### config.mk
export PLATFORM = sky130hd
export DESIGN_NAME = array_priority_queue_min_unit_flat
export DESIGN_NICKNAME = d
export VERILOG_FILES = /design/src/apqm_pkg.sv /design/src/apqm_req_if.sv /design/src/apqm_rsp_if.sv /design/src/array_priority_queue_min_unit.sv /design/src/apqm_ram.sv /design/src/apqm_ctrl.sv /design/src/apqm_dp.sv /design/src/flat_wrapper.sv
export SDC_FILE = /design/constraint.sdc
export NUM_CORES = 2
export LEC_CHECK = 0
export BUFFER_PORTS_ARGS = -buffer_cell sky130_fd_sc_hd__buf_2
export CORE_MARGIN = 2
export CORE_UTILIZATION = 30
export CTS_CLUSTER_DIAMETER = 40
export DETAILED_ROUTE_END_ITERATION = 6
export PLACE_DENSITY = 0.47
export SLEW_MARGIN = 0
export SYNTH_ARGS = -nofsm -noshare
export SYNTH_HDL_FRONTEND = slang
export SYNTH_SLANG_ARGS = --single-unit
### constraint.sdc
create_clock -name clk -period 7.5 [get_ports clk]
set_input_delay 0.375 -clock clk [delete_from_list [all_inputs] [get_ports clk]]
set_output_delay 0.375 -clock clk [all_outputs]
set_load 0.05 [all_outputs]
### src/apqm_pkg.sv
`timescale 1ns / 1ps
`default_nettype none
package apqm_pkg;

	localparam int unsigned WordW = 32;
	localparam int unsigned OccW  = 7;

	localparam logic       CMD_INSERT = 1'b0;
	localparam logic       CMD_DELETE = 1'b1;

	localparam logic [1:0] STATUS_OK        = 2'd0;
	localparam logic [1:0] STATUS_OVERFLOW  = 2'd1;
	localparam logic [1:0] STATUS_UNDERFLOW = 2'd2;

	// controller to datapath
	typedef struct packed {
		logic load_in;
		logic rd;
		logic cmp;
		logic ptr_from_best;
		logic shift_wr;
		logic ins_fin;
		logic del_fin;
	} cmd_t;

	// datapath to controller
	typedef struct packed {
		logic empty;
		logic rdv;
		logic last_rd;
		logic more;
		logic out_free;
	} sts_t;

endpackage
`default_nettype wire

### src/apqm_req_if.sv
`timescale 1ns / 1ps
`default_nettype none
interface apqm_req_if;
	import apqm_pkg::*;

	logic                    valid;
	logic                    ready;
	logic                    command;
	logic signed [WordW-1:0] item_value;
	logic signed [WordW-1:0] item_priority;

	modport source (output valid, command, item_value, item_priority, input ready);
	modport sink   (input valid, command, item_value, item_priority, output ready);
endinterface
`default_nettype wire

### src/apqm_rsp_if.sv
`timescale 1ns / 1ps
`default_nettype none
interface apqm_rsp_if;
	import apqm_pkg::*;

	logic                    valid;
	logic                    ready;
	logic [1:0]              status;
	logic signed [WordW-1:0] removed_value;
	logic signed [WordW-1:0] removed_priority;
	logic [OccW-1:0]         occupancy;

	modport source (output valid, status, removed_value, removed_priority, occupancy,
		input ready);
	modport sink   (input valid, status, removed_value, removed_priority, occupancy,
		output ready);
endinterface
`default_nettype wire

### src/array_priority_queue_min_unit.sv
`timescale 1ns / 1ps
`default_nettype none
// Bounded min-priority queue of value/priority pairs held in arrival order in a
// single-port-read RAM of DEPTH entries. An insert request appends the pair (or
// reports overflow when full). A delete request scans every held entry, one RAM
// read per cycle, for the smallest priority (larger value wins a tie, then the
// earliest entry), then moves the later entries down one slot, again one read
// and one write per cycle. Delete on an empty queue reports underflow. Every
// result carries the number of entries held afterward. The result sits in an
// output register until taken; the next request is accepted once the current
// one has been handed to that register.
module array_priority_queue_min_unit
	import apqm_pkg::*;
#(
	parameter int unsigned DEPTH = 64
) (
	input wire logic   clk,
	input wire logic   arst_n,
	apqm_req_if.sink   req,
	apqm_rsp_if.source rsp
);

	cmd_t cmd;
	sts_t sts;

	apqm_ctrl u_ctrl (
		.clk       (clk),
		.arst_n    (arst_n),
		.in_valid  (req.valid),
		.in_command(req.command),
		.in_ready  (req.ready),
		.sts       (sts),
		.cmd       (cmd)
	);

	apqm_dp #(
		.DEPTH(DEPTH)
	) u_dp (
		.clk          (clk),
		.arst_n       (arst_n),
		.cmd          (cmd),
		.sts          (sts),
		.in_value     (req.item_value),
		.in_priority  (req.item_priority),
		.out_valid    (rsp.valid),
		.out_ready    (rsp.ready),
		.out_status   (rsp.status),
		.out_value    (rsp.removed_value),
		.out_priority (rsp.removed_priority),
		.out_occupancy(rsp.occupancy)
	);

endmodule
`default_nettype wire

### src/apqm_ram.sv
`timescale 1ns / 1ps
`default_nettype none
module apqm_ram #(
	parameter int unsigned WIDTH = 64,
	parameter int unsigned DEPTH = 64,
	localparam int unsigned AW = (DEPTH > 1) ? $clog2(DEPTH) : 1
) (
	input  wire logic             clk,
	input  wire logic             we,
	input  wire logic [AW-1:0]    waddr,
	input  wire logic [WIDTH-1:0] wdata,
	input  wire logic             re,
	input  wire logic [AW-1:0]    raddr,
	output logic      [WIDTH-1:0] rdata
);

	logic [WIDTH-1:0] mem [DEPTH];

	always_ff @(posedge clk) begin
		if (we) begin
			mem[waddr] <= wdata;
		end
		if (re) begin
			rdata <= mem[raddr];
		end
	end

endmodule
`default_nettype wire

### src/apqm_ctrl.sv
`timescale 1ns / 1ps
`default_nettype none
module apqm_ctrl
	import apqm_pkg::*;
(
	input  wire logic clk,
	input  wire logic arst_n,
	input  wire logic in_valid,
	input  wire logic in_command,
	output logic      in_ready,
	input  wire sts_t sts,
	output cmd_t      cmd
);

	typedef enum logic [2:0] {
		IDLE,
		INS,
		SCAN,
		SCAN_END,
		SHIFT,
		FIN
	} state_t;

	state_t state_q;

	assign in_ready = (state_q == IDLE);

	always_comb begin
		cmd = '0;
		unique case (state_q)
			IDLE:     cmd.load_in = in_valid;
			INS:      cmd.ins_fin = sts.out_free;
			SCAN: begin
				cmd.rd  = 1'b1;
				cmd.cmp = 1'b1;
			end
			SCAN_END: begin
				cmd.cmp           = 1'b1;
				cmd.ptr_from_best = 1'b1;
			end
			SHIFT: begin
				cmd.rd       = sts.more;
				cmd.shift_wr = 1'b1;
			end
			FIN:      cmd.del_fin = sts.out_free;
			default:  cmd = '0;
		endcase
	end

	always_ff @(posedge clk or negedge arst_n) begin
		if (!arst_n) begin
			state_q <= IDLE;
		end else begin
			unique case (state_q)
				IDLE: begin
					if (in_valid) begin
						if (in_command == CMD_INSERT) begin
							state_q <= INS;
						end else if (sts.empty) begin
							state_q <= FIN;
						end else begin
							state_q <= SCAN;
						end
					end
				end
				INS: begin
					if (sts.out_free) begin
						state_q <= IDLE;
					end
				end
				SCAN: begin
					if (sts.last_rd) begin
						state_q <= SCAN_END;
					end
				end
				SCAN_END: state_q <= SHIFT;
				SHIFT: begin
					if (!sts.more && !sts.rdv) begin
						state_q <= FIN;
					end
				end
				FIN: begin
					if (sts.out_free) begin
						state_q <= IDLE;
					end
				end
				default: state_q <= IDLE;
			endcase
		end
	end

endmodule
`default_nettype wire

### src/apqm_dp.sv
`timescale 1ns / 1ps
`default_nettype none
module apqm_dp
	import apqm_pkg::*;
#(
	parameter int unsigned DEPTH = 64
) (
	input  wire logic                    clk,
	input  wire logic                    arst_n,
	input  wire cmd_t                    cmd,
	output sts_t                         sts,
	input  wire logic signed [WordW-1:0] in_value,
	input  wire logic signed [WordW-1:0] in_priority,
	output logic                         out_valid,
	input  wire logic                    out_ready,
	output logic [1:0]                   out_status,
	output logic signed [WordW-1:0]      out_value,
	output logic signed [WordW-1:0]      out_priority,
	output logic [OccW-1:0]              out_occupancy
);

	localparam int unsigned AW = (DEPTH > 1) ? $clog2(DEPTH) : 1;
	localparam int unsigned CW = $clog2(DEPTH + 1);

	logic signed [WordW-1:0] val_q, pri_q;
	logic [CW-1:0]           count_q, ptr_q;
	logic                    rdv_q;
	logic [AW-1:0]           ra_q;
	logic [AW-1:0]           best_idx_q, best_idx_d;
	logic signed [WordW-1:0] best_val_q, best_pri_q;
	logic                    full;

	logic                    we;
	logic [AW-1:0]           waddr;
	logic [2*WordW-1:0]      wdata, rdata;
	logic signed [WordW-1:0] rd_val, rd_pri;
	logic                    better, take;

	apqm_ram #(
		.WIDTH(2 * WordW),
		.DEPTH(DEPTH)
	) u_ram (
		.clk  (clk),
		.we   (we),
		.waddr(waddr),
		.wdata(wdata),
		.re   (cmd.rd),
		.raddr(ptr_q[AW-1:0]),
		.rdata(rdata)
	);

	assign full   = (count_q == CW'(DEPTH));
	assign rd_val = rdata[2*WordW-1:WordW];
	assign rd_pri = rdata[WordW-1:0];

	// smaller priority first, larger value on equal priority, earliest on full tie
	assign better = (ra_q == '0) || (rd_pri < best_pri_q)
		|| ((rd_pri == best_pri_q) && (rd_val > best_val_q));
	assign take       = cmd.cmp && rdv_q && better;
	assign best_idx_d = take ? ra_q : best_idx_q;

	always_comb begin
		we    = 1'b0;
		waddr = ra_q - AW'(1);
		wdata = rdata;
		if (cmd.ins_fin && !full) begin
			we    = 1'b1;
			waddr = count_q[AW-1:0];
			wdata = {val_q, pri_q};
		end else if (cmd.shift_wr && rdv_q) begin
			we = 1'b1;
		end
	end

	assign sts.empty    = (count_q == '0);
	assign sts.rdv      = rdv_q;
	assign sts.last_rd  = (CW'(ptr_q + CW'(1)) == count_q);
	assign sts.more     = (ptr_q < count_q);
	assign sts.out_free = !out_valid || out_ready;

	always_ff @(posedge clk) begin
		if (cmd.load_in) begin
			val_q <= in_value;
			pri_q <= in_priority;
		end
		if (cmd.rd) begin
			ra_q <= ptr_q[AW-1:0];
		end
		if (take) begin
			best_val_q <= rd_val;
			best_pri_q <= rd_pri;
		end
		best_idx_q <= best_idx_d;
		if (cmd.ins_fin) begin
			out_status    <= full ? STATUS_OVERFLOW : STATUS_OK;
			out_value     <= '0;
			out_priority  <= '0;
			out_occupancy <= full ? OccW'(count_q) : OccW'(count_q + CW'(1));
		end else if (cmd.del_fin) begin
			if (sts.empty) begin
				out_status    <= STATUS_UNDERFLOW;
				out_value     <= '0;
				out_priority  <= '0;
				out_occupancy <= '0;
			end else begin
				out_status    <= STATUS_OK;
				out_value     <= best_val_q;
				out_priority  <= best_pri_q;
				out_occupancy <= OccW'(count_q - CW'(1));
			end
		end
	end

	always_ff @(posedge clk or negedge arst_n) begin
		if (!arst_n) begin
			count_q   <= '0;
			ptr_q     <= '0;
			rdv_q     <= 1'b0;
			out_valid <= 1'b0;
		end else begin
			rdv_q <= cmd.rd;
			if (cmd.load_in) begin
				ptr_q <= '0;
			end else if (cmd.ptr_from_best) begin
				ptr_q <= CW'(best_idx_d) + CW'(1);
			end else if (cmd.rd) begin
				ptr_q <= ptr_q + CW'(1);
			end
			if (cmd.ins_fin && !full) begin
				count_q <= count_q + CW'(1);
			end else if (cmd.del_fin && !sts.empty) begin
				count_q <= count_q - CW'(1);
			end
			if (cmd.ins_fin || cmd.del_fin) begin
				out_valid <= 1'b1;
			end else if (out_ready) begin
				out_valid <= 1'b0;
			end
		end
	end

endmodule
`default_nettype wire
### src/flat_wrapper.sv
// flat-port wrapper written by rule: the top's interface ports become plain ports
module array_priority_queue_min_unit_flat import apqm_pkg::*;
#(
	parameter int unsigned DEPTH = 64
)
  (clk, arst_n, req_valid, req_command, req_item_value, req_item_priority, req_ready, rsp_valid, rsp_status, rsp_removed_value, rsp_removed_priority, rsp_occupancy, rsp_ready);
  apqm_req_if req_i ();
  apqm_rsp_if rsp_i ();
  input wire logic clk;
  input wire logic arst_n;
  input wire logic [$bits(req_i.valid)-1:0] req_valid;
  input wire logic [$bits(req_i.command)-1:0] req_command;
  input wire logic [$bits(req_i.item_value)-1:0] req_item_value;
  input wire logic [$bits(req_i.item_priority)-1:0] req_item_priority;
  output wire logic [$bits(req_i.ready)-1:0] req_ready;
  output wire logic [$bits(rsp_i.valid)-1:0] rsp_valid;
  output wire logic [$bits(rsp_i.status)-1:0] rsp_status;
  output wire logic [$bits(rsp_i.removed_value)-1:0] rsp_removed_value;
  output wire logic [$bits(rsp_i.removed_priority)-1:0] rsp_removed_priority;
  output wire logic [$bits(rsp_i.occupancy)-1:0] rsp_occupancy;
  input wire logic [$bits(rsp_i.ready)-1:0] rsp_ready;
  assign req_i.valid = req_valid;
  assign req_i.command = req_command;
  assign req_i.item_value = req_item_value;
  assign req_i.item_priority = req_item_priority;
  assign req_ready = req_i.ready;
  assign rsp_valid = rsp_i.valid;
  assign rsp_status = rsp_i.status;
  assign rsp_removed_value = rsp_i.removed_value;
  assign rsp_removed_priority = rsp_i.removed_priority;
  assign rsp_occupancy = rsp_i.occupancy;
  assign rsp_i.ready = rsp_ready;
  array_priority_queue_min_unit #(.DEPTH(DEPTH)) u_core (.clk(clk), .arst_n(arst_n), .req(req_i), .rsp(rsp_i));
endmodule
; ---- Yosys cells after proc, flatten, opt, wreduce, memory -nomap -nowiden
; Memories as Yosys holds them, arrays and structs flattened. A register that Yosys moved wholly into a read port is not among the register bits.
; Cells that the tools add are included.
; W data, S select, Z words.
[op_classes]
add_sub_neg = 5
magnitude_cmp = 3
n_eq_ne = 12
muxes = 38
reduce_logical = 26
[op_table]
columns = cell, n
row1 = $mux W32, 2
row2 = $mux W64, 1
row3 = $mux W7, 9
row4 = $eq A32 B32 Y1, 1
row5 = $gt A32 B32 Y1, 1
row6 = $lt A32 B32 Y1, 1
row7 = $mux W3, 6
row8 = $pmux W3 S5, 1
row9 = $add A7 B1 Y7 const B, 2
row10 = $mux W1, 13
row11 = $mux W6, 2
row12 = $add A6 B1 Y7 const B, 1
row13 = $eq A7 B7 Y1, 1
row14 = $eq A7 B7 Y1 const B, 1
row15 = $logic_and A1 B1 Y1, 7
row16 = $logic_not A7 Y1, 1
row17 = $lt A7 B7 Y1, 1
row18 = $sub A7 B1 Y7 const B, 1
row19 = $eq A3 B2 Y1 const B, 2
row20 = $eq A3 B3 Y1 const B, 2
row21 = $logic_not A6 Y1, 1
row22 = $mux W2, 3
row23 = $reduce_bool A2 Y1, 3
row24 = $sub A6 B1 Y6 const B, 1
row25 = 10 further kinds, 20
[word_totals]
register_bits = 232
ramBits = 4096
in_bits = 69
out_inout_bits = 75
word_cells = 100
memories = 1
[mem_list]
columns = memory, depth, width, rd, rd_ports_with_merged_regs, write_ports, line_no
row1 = u_core.u_dp.u_ram.mem, 64, 64, 1, 1, 1, apqm_ram.sv:17  ; logic [WIDTH-1:0] mem [DEPTH];

; ---- Logic depth before layout (Yosys ltp)
[logic_depth]
word_depth = 9
depth_mapped = 16
ltp_nobuf = 15

; ---- Modules after synthesis
; A second synthesis with hierarchy kept.
[unflattened]
hier_cells = 7485
hier_area_um2 = 167903.5
[by_module_without_submodules]
columns = module, instances, cells_each, area_each_um2
row1 = apqm_ram, 1, 6598, 156989.3
row2 = apqm_dp, 1, 851, 10645.2
row3 = apqm_ctrl, 1, 36, 269.0

; ---- Worst setup path before layout
; OpenSTA, ideal clock, no wires.
[synth_path]
kind = register -> register
from = register u_core.u_dp.out_valid
to = memory u_core.u_dp.u_ram.mem[40][0] (enable)
t_arrival_ns = 4.927
required_ns = 7.013
setup_slack_ns = 2.086
stages_incl_launch_ff = 11
synth_period_minus_slack_ns = 5.414
cell_sequence = dfrtp_1 > nand2b_1 > nand3b_1 > inv_1 > nand2b_1 > clkbuf_1 > nor2_1 > clkbuf_1 > o21ai_0 > nand2_1 > nor2_1
[synth_via]
elab_chain_cells = 7
elab_cells_between_ends = 8
[synth_rtl]
columns = element, line_no
row1 = start: declaration, apqm_dp.sv:14  ; output logic out_valid,
row2 = start signal: assignment, apqm_dp.sv:119  ; out_valid <= 1'b0;
row3 = start signal: assignment, apqm_dp.sv:135  ; out_valid <= 1'b1;
row4 = start signal: assignment, apqm_dp.sv:137  ; out_valid <= 1'b0;
row5 = $logic_not A1 Y1 (*), apqm_dp.sv:79  ; assign sts.out_free = !out_valid || out_ready;
row6 = $logic_or A1 B1 Y1 (*), apqm_dp.sv:79
row7 = $mux W1 (*), apqm_ctrl.sv:30  ; unique case (state_q)
row8 = $logic_and A1 B1 Y1 (*), apqm_dp.sv:66  ; if (cmd.ins_fin && !full) begin
row9 = $mux W1, apqm_dp.sv:66
row10 = $mux W1, apqm_ram.sv:20  ; if (we) begin
row11 = $mux W1 (implied by the code), apqm_ram.sv:21  ; mem[waddr] <= wdata;
row12 = end: declaration, apqm_ram.sv:17
; Every way passes the cells marked *; elsewhere a longest branch is shown, timed or not.

; ---- Worst setup path in the final report
[layout_path]
from = register u_core.u_ctrl.state_q[1]
to = memory u_core.u_dp.u_ram.mem[29][41] (enable)
[layout_via]
elab_chain_cells = 7
elab_cells_between_ends = 11
[layout_rtl]
columns = element, line_no
row1 = start: declaration, apqm_ctrl.sv:24  ; state_t state_q;
row2 = start signal: assignment, apqm_ctrl.sv:52  ; state_q <= IDLE;
row3 = start signal: assignment, apqm_ctrl.sv:58  ; state_q <= INS;
row4 = start signal: assignment, apqm_ctrl.sv:60  ; state_q <= FIN;
row5 = $eq A3 B3 Y1, apqm_ctrl.sv:30
row6 = $mux W1, apqm_ctrl.sv:30
row7 = $logic_and A1 B1 Y1, apqm_dp.sv:70  ; end else if (cmd.shift_wr && rdv_q) begin
row8 = $mux W1, apqm_dp.sv:70
row9 = $mux W1, apqm_dp.sv:66
row10 = $mux W1, apqm_ram.sv:20
row11 = $mux W1 (implied by the code), apqm_ram.sv:21
; Several ways; a longest one is shown, not always the timed one.

==> reports/results.ini <==
[cts]
cts-root-buf = clkbuf_16
cts_setup_buffers = 0
cts_tree = done
cts_max_level = 6
clk_pin_slew_ns = 0.05
cts.sinks = 4392
clock_path_buffers = 4
clk_latency_ns = 1.08
cts_buffers = 635

[floorplan]
die_y_um = 751.1
rows = 274
die_area_um2 = 564100
start_util_pct = 30.09
ios = 144
fp.dieW_um = 751.1
core_um2 = 556400

[setup_path]
crit_required_ns = 8.19
crit_arrival_ns = 6.15
endpoint_kind = flop
startpoint_type = flop
worstPathMaxFanout = 65
r2r-start = u_core.u_ctrl.state_q[1]$_DFFE_PN0P_
startpoint = u_core.u_ctrl.state_q[1]$_DFFE_PN0P_
rrSetupSlack_ns = 2.04
crit_type = flop to flop
rr_endpoint = u_core.u_dp.u_ram.mem[29][41]$_DFFE_PP_
ff2ff_path_depth = 9

[sta]
slew_viol_final = 0
setup-violations-final = 0
setup-tns-final_ns = 0
fin_crit_sh_pct = 72.74
rsz0062_at_grt = false
tightest_slew_ns = 1.351
clock_skew_ns = 0.1072
fmax_ghz = 0.1833
slew-limit-headroom_pct = 9.685
hold_viol_final = 0
finalCriticalPeriod_ns = 5.456

[global_route]
grt_pass1_wl_mm = 703.8
grt_pass1_vias = 82960
antenna_found_initial = 34
grt.overflow.total = 0
grt_usage_pct = 17.90
grt_max_degree = 95

[min_path]
hp-start = req_item_priority[9]
worst_hold_path_type = input pin to flop
hold_depth = 2
holdPathEnd = u_core.u_dp.pri_q[9]$_DFFE_PP_

[placed_design]
gp_congestion = 0.7818
numPortBuffers = 143
post-dp-hpwl_mm = 295.3

[yosys]
synth_warnings = 0
ys_ff_latch = 4392
synth_cell_types = 60
syn-num-nets = 7088
async_flop_share_pct = 0.4326
syn_inst = 6942
synth_edf_count = 4303
yosysSeqAreaShare_pct = 78.30
syn_area_um2 = 167400
ys.flop_type = edfxtp_1
syn_area_per_cell_um2 = 24.12

[drt]
drt_iter0_markers = 8745
wl_per_cell_um = 32.69
post-route-drc-count = 0
first_pass_iters = 6
totalWireLength_mm = 515.6
dr_total_vias = 80620
drt-vias-per-instance = 5.112
postRouteAntennaNets = 0

[run]
cap_violations = 0

[pwr]
p_clk_share_pct = 53.2
p_leak_uw = 0.04670
swShare_pct = 20.46
power.internal_uw = 45250
peakVddDrop_mv = 0.2070
p_per_area_nw_per_um2 = 280.5
power_switching_uw = 11640
fin_total_pwr_uw = 56890
power_frac_seq_pct = 46.7
combPwrFrac_pct = 0.1

[cells_and_area]
drive_above_1_share_pct = 34.52
fin_util_pct = 36.45
area_delta_synth_final_pct = 21.13
fillers = 50340
fin_nets = 7924

[run_status]
outcome = finished clean

worst max-delay path by stage:
stage / to / slack (ns) / depth (start not counted)
6_report: u_core.u_dp.u_ram.mem[29][41]$_DFFE_PP_ / 2.04 / 9
5_1_grt: u_core.u_dp.u_ram.mem[29][41]$_DFFE_PP_ / 1.67 / 9
4_1_cts: u_core.u_dp.u_ram.mem[29][51]$_DFFE_PP_ / 1.96 / 9
3_5_place_dp: u_core.u_dp.u_ram.mem[29][51]$_DFFE_PP_ / 1.84 / 11
3_3_place_gp: u_core.u_dp.u_ram.mem[29][38]$_DFFE_PP_ / 1.96 / 11
2_1_floorplan: u_core.u_dp.u_ram.mem[40][0]$_DFFE_PP_ / 2.09 / 10
cell usage after synthesis (3+ instances only):
cell type | count | area (um^2)
a31oi_1 | 4 | 25.02
clkbuf_1 | 245 | 919.6
xor2_1 | 6 | 52.55
buf_1 | 97 | 364.1
nor4_1 | 3 | 18.77
nor2_1 | 103 | 386.6
nor3_1 | 10 | 50.05
dfxtp_1 | 70 | 1401
nand3_1 | 24 | 120.1
nor2b_1 | 5 | 31.28
o211ai_1 | 7 | 52.55
o21a_1 | 5 | 37.54
o21ai_0 | 80 | 400.4
a21o_1 | 9 | 67.56
nand2b_1 | 4 | 25.02
and2_1 | 4 | 25.02
o22ai_1 | 5 | 31.28
edfxtp_1 | 4303 | 129200
nand2_1 | 297 | 1115
a21oi_1 | 37 | 185.2
a211oi_1 | 5 | 37.54
mux4_2 | 1344 | 30270
nand4_1 | 20 | 125.1
mux2_2 | 5 | 56.30
and4_1 | 6 | 52.55
a221oi_1 | 5 | 43.79
and3_1 | 6 | 37.54
dfrtp_1 | 19 | 475.5
a22o_1 | 3 | 26.28
inv_1 | 78 | 292.8
ha_1 | 77 | 963.4
xnor2_1 | 22 | 192.7
through the flow:
| step | instance area, um^2 | cells | worst slack, ns | hold slack, ns |
|---|---|---|---|---|
| finish | 202800 | 15770 | 2.044 | 0.08203 |
| global route | 202800 | 15760 | 1.668 | 0.04944 |
| CTS | 202800 | 15760 | 1.961 | 0.0007211 |
| detailed placement | 179700 | 14470 | 1.838 | 0.3657 |
| global placement | 179700 | 14470 | 1.961 | 0.3700 |
| floorplan | 167400 | 6942 | 2.086 | 0.07941 |
sequential cells by signal, summed over array words and instances, names as in the netlist, 32 cells and up:
register / count
u_core.u_dp.u_ram.mem: 4096
u_core.u_dp.u_ram.rdata: 64
u_core.u_dp.best_pri_q: 32
u_core.u_dp.best_val_q: 32
u_core.u_dp.out_priority: 32
u_core.u_dp.out_value: 32
u_core.u_dp.pri_q: 32
u_core.u_dp.val_q: 32
cell type report:
class / instances / area, um^2 / share of cell area [%]
sequential: 4392 / 131100 / 64.65
multi-input combinational: 2128 / 35290 / 17.40
clock buffer: 717 / 16350 / 8.060
tap: 7452 / 9324 / 4.598
clock inverter: 451 / 5508 / 2.716
timing repair buffer: 542 / 4885 / 2.409
inverter: 79 / 306.5 / 0.1512
antenna: 12 / 30.03 / 0.01481
power by group through the flow:
stage               registers, uW  logic [uW]  clock network, uW
floorplan                   27000       0.187                  0
global placement            27000        20.7                  0
detailed placement          27000        20.8                  0
CTS                         26500        69.1              30800
global route                26500        74.2              31800
finish                      26500        68.2              30300
kinds of logic after synthesis:
family / synth area share [%]
AND/OR/NAND/NOR: 1.221
buffers and inverters: 0.9483
flip-flops: 78.30
adder cells (fa/ha/maj): 0.5754
AO/OA/AOI/OAI: 0.6681
multiplexers: 18.13
XOR/XNOR: 0.1562
what timing repair did:
| action | 4_1_cts | 5_1_grt |
|---|---|---|
| hold buffers | 119 | 0 |
| hold endpoints to repair | 92 | 0 |
| resized for setup | 0 | 0 |
critical path, cell delays in order (launching register included):
cell	delay (ns)
dfrtp_1	0.50
nand3b_1	0.20
buf_4	0.74
inv_1	0.47
nand2b_1	0.42
nor2_4	0.20
o21ai_0	0.44
nand2_1	0.55
nor2_4	1.04
buf_4	0.45
placed cells by master, fill, tap and decap left out, drive strengths merged, types with 6 or more instances in the layout:
cell type / Yosys / final
a21o: 9 / 9
a21oi: 38 / 38
a221oi: 6 / 6
and3: 6 / 6
and4: 6 / 6
buf: 98 / 423
bufinv: 0 / 78
clkbuf: 245 / 717
clkinv: 1 / 229
clkinvlp: 0 / 65
dfrtp: 19 / 19
dfxtp: 70 / 70
diode: 0 / 12
dlygate4sd3: 0 / 119
edfxtp: 4303 / 4303
ha: 77 / 77
inv: 78 / 158
mux2: 6 / 6
mux4: 1344 / 1344
nand2: 297 / 297
nand3: 24 / 24
nand4: 20 / 20
nor2: 103 / 103
nor3: 10 / 10
o211ai: 7 / 7
o21ai: 80 / 80
xnor2: 22 / 22
xor2: 7 / 7
routing by layer:
metal	wire length, um	share of wire (%)	GRT usage (%)
met1	218000	42	24.65
met2	249900	48	29.52
met3	35340	6.9	3.293
met4	12370	2.4	4.234
met5	27	0.0052	0
(Power assumes the default switching activity.)
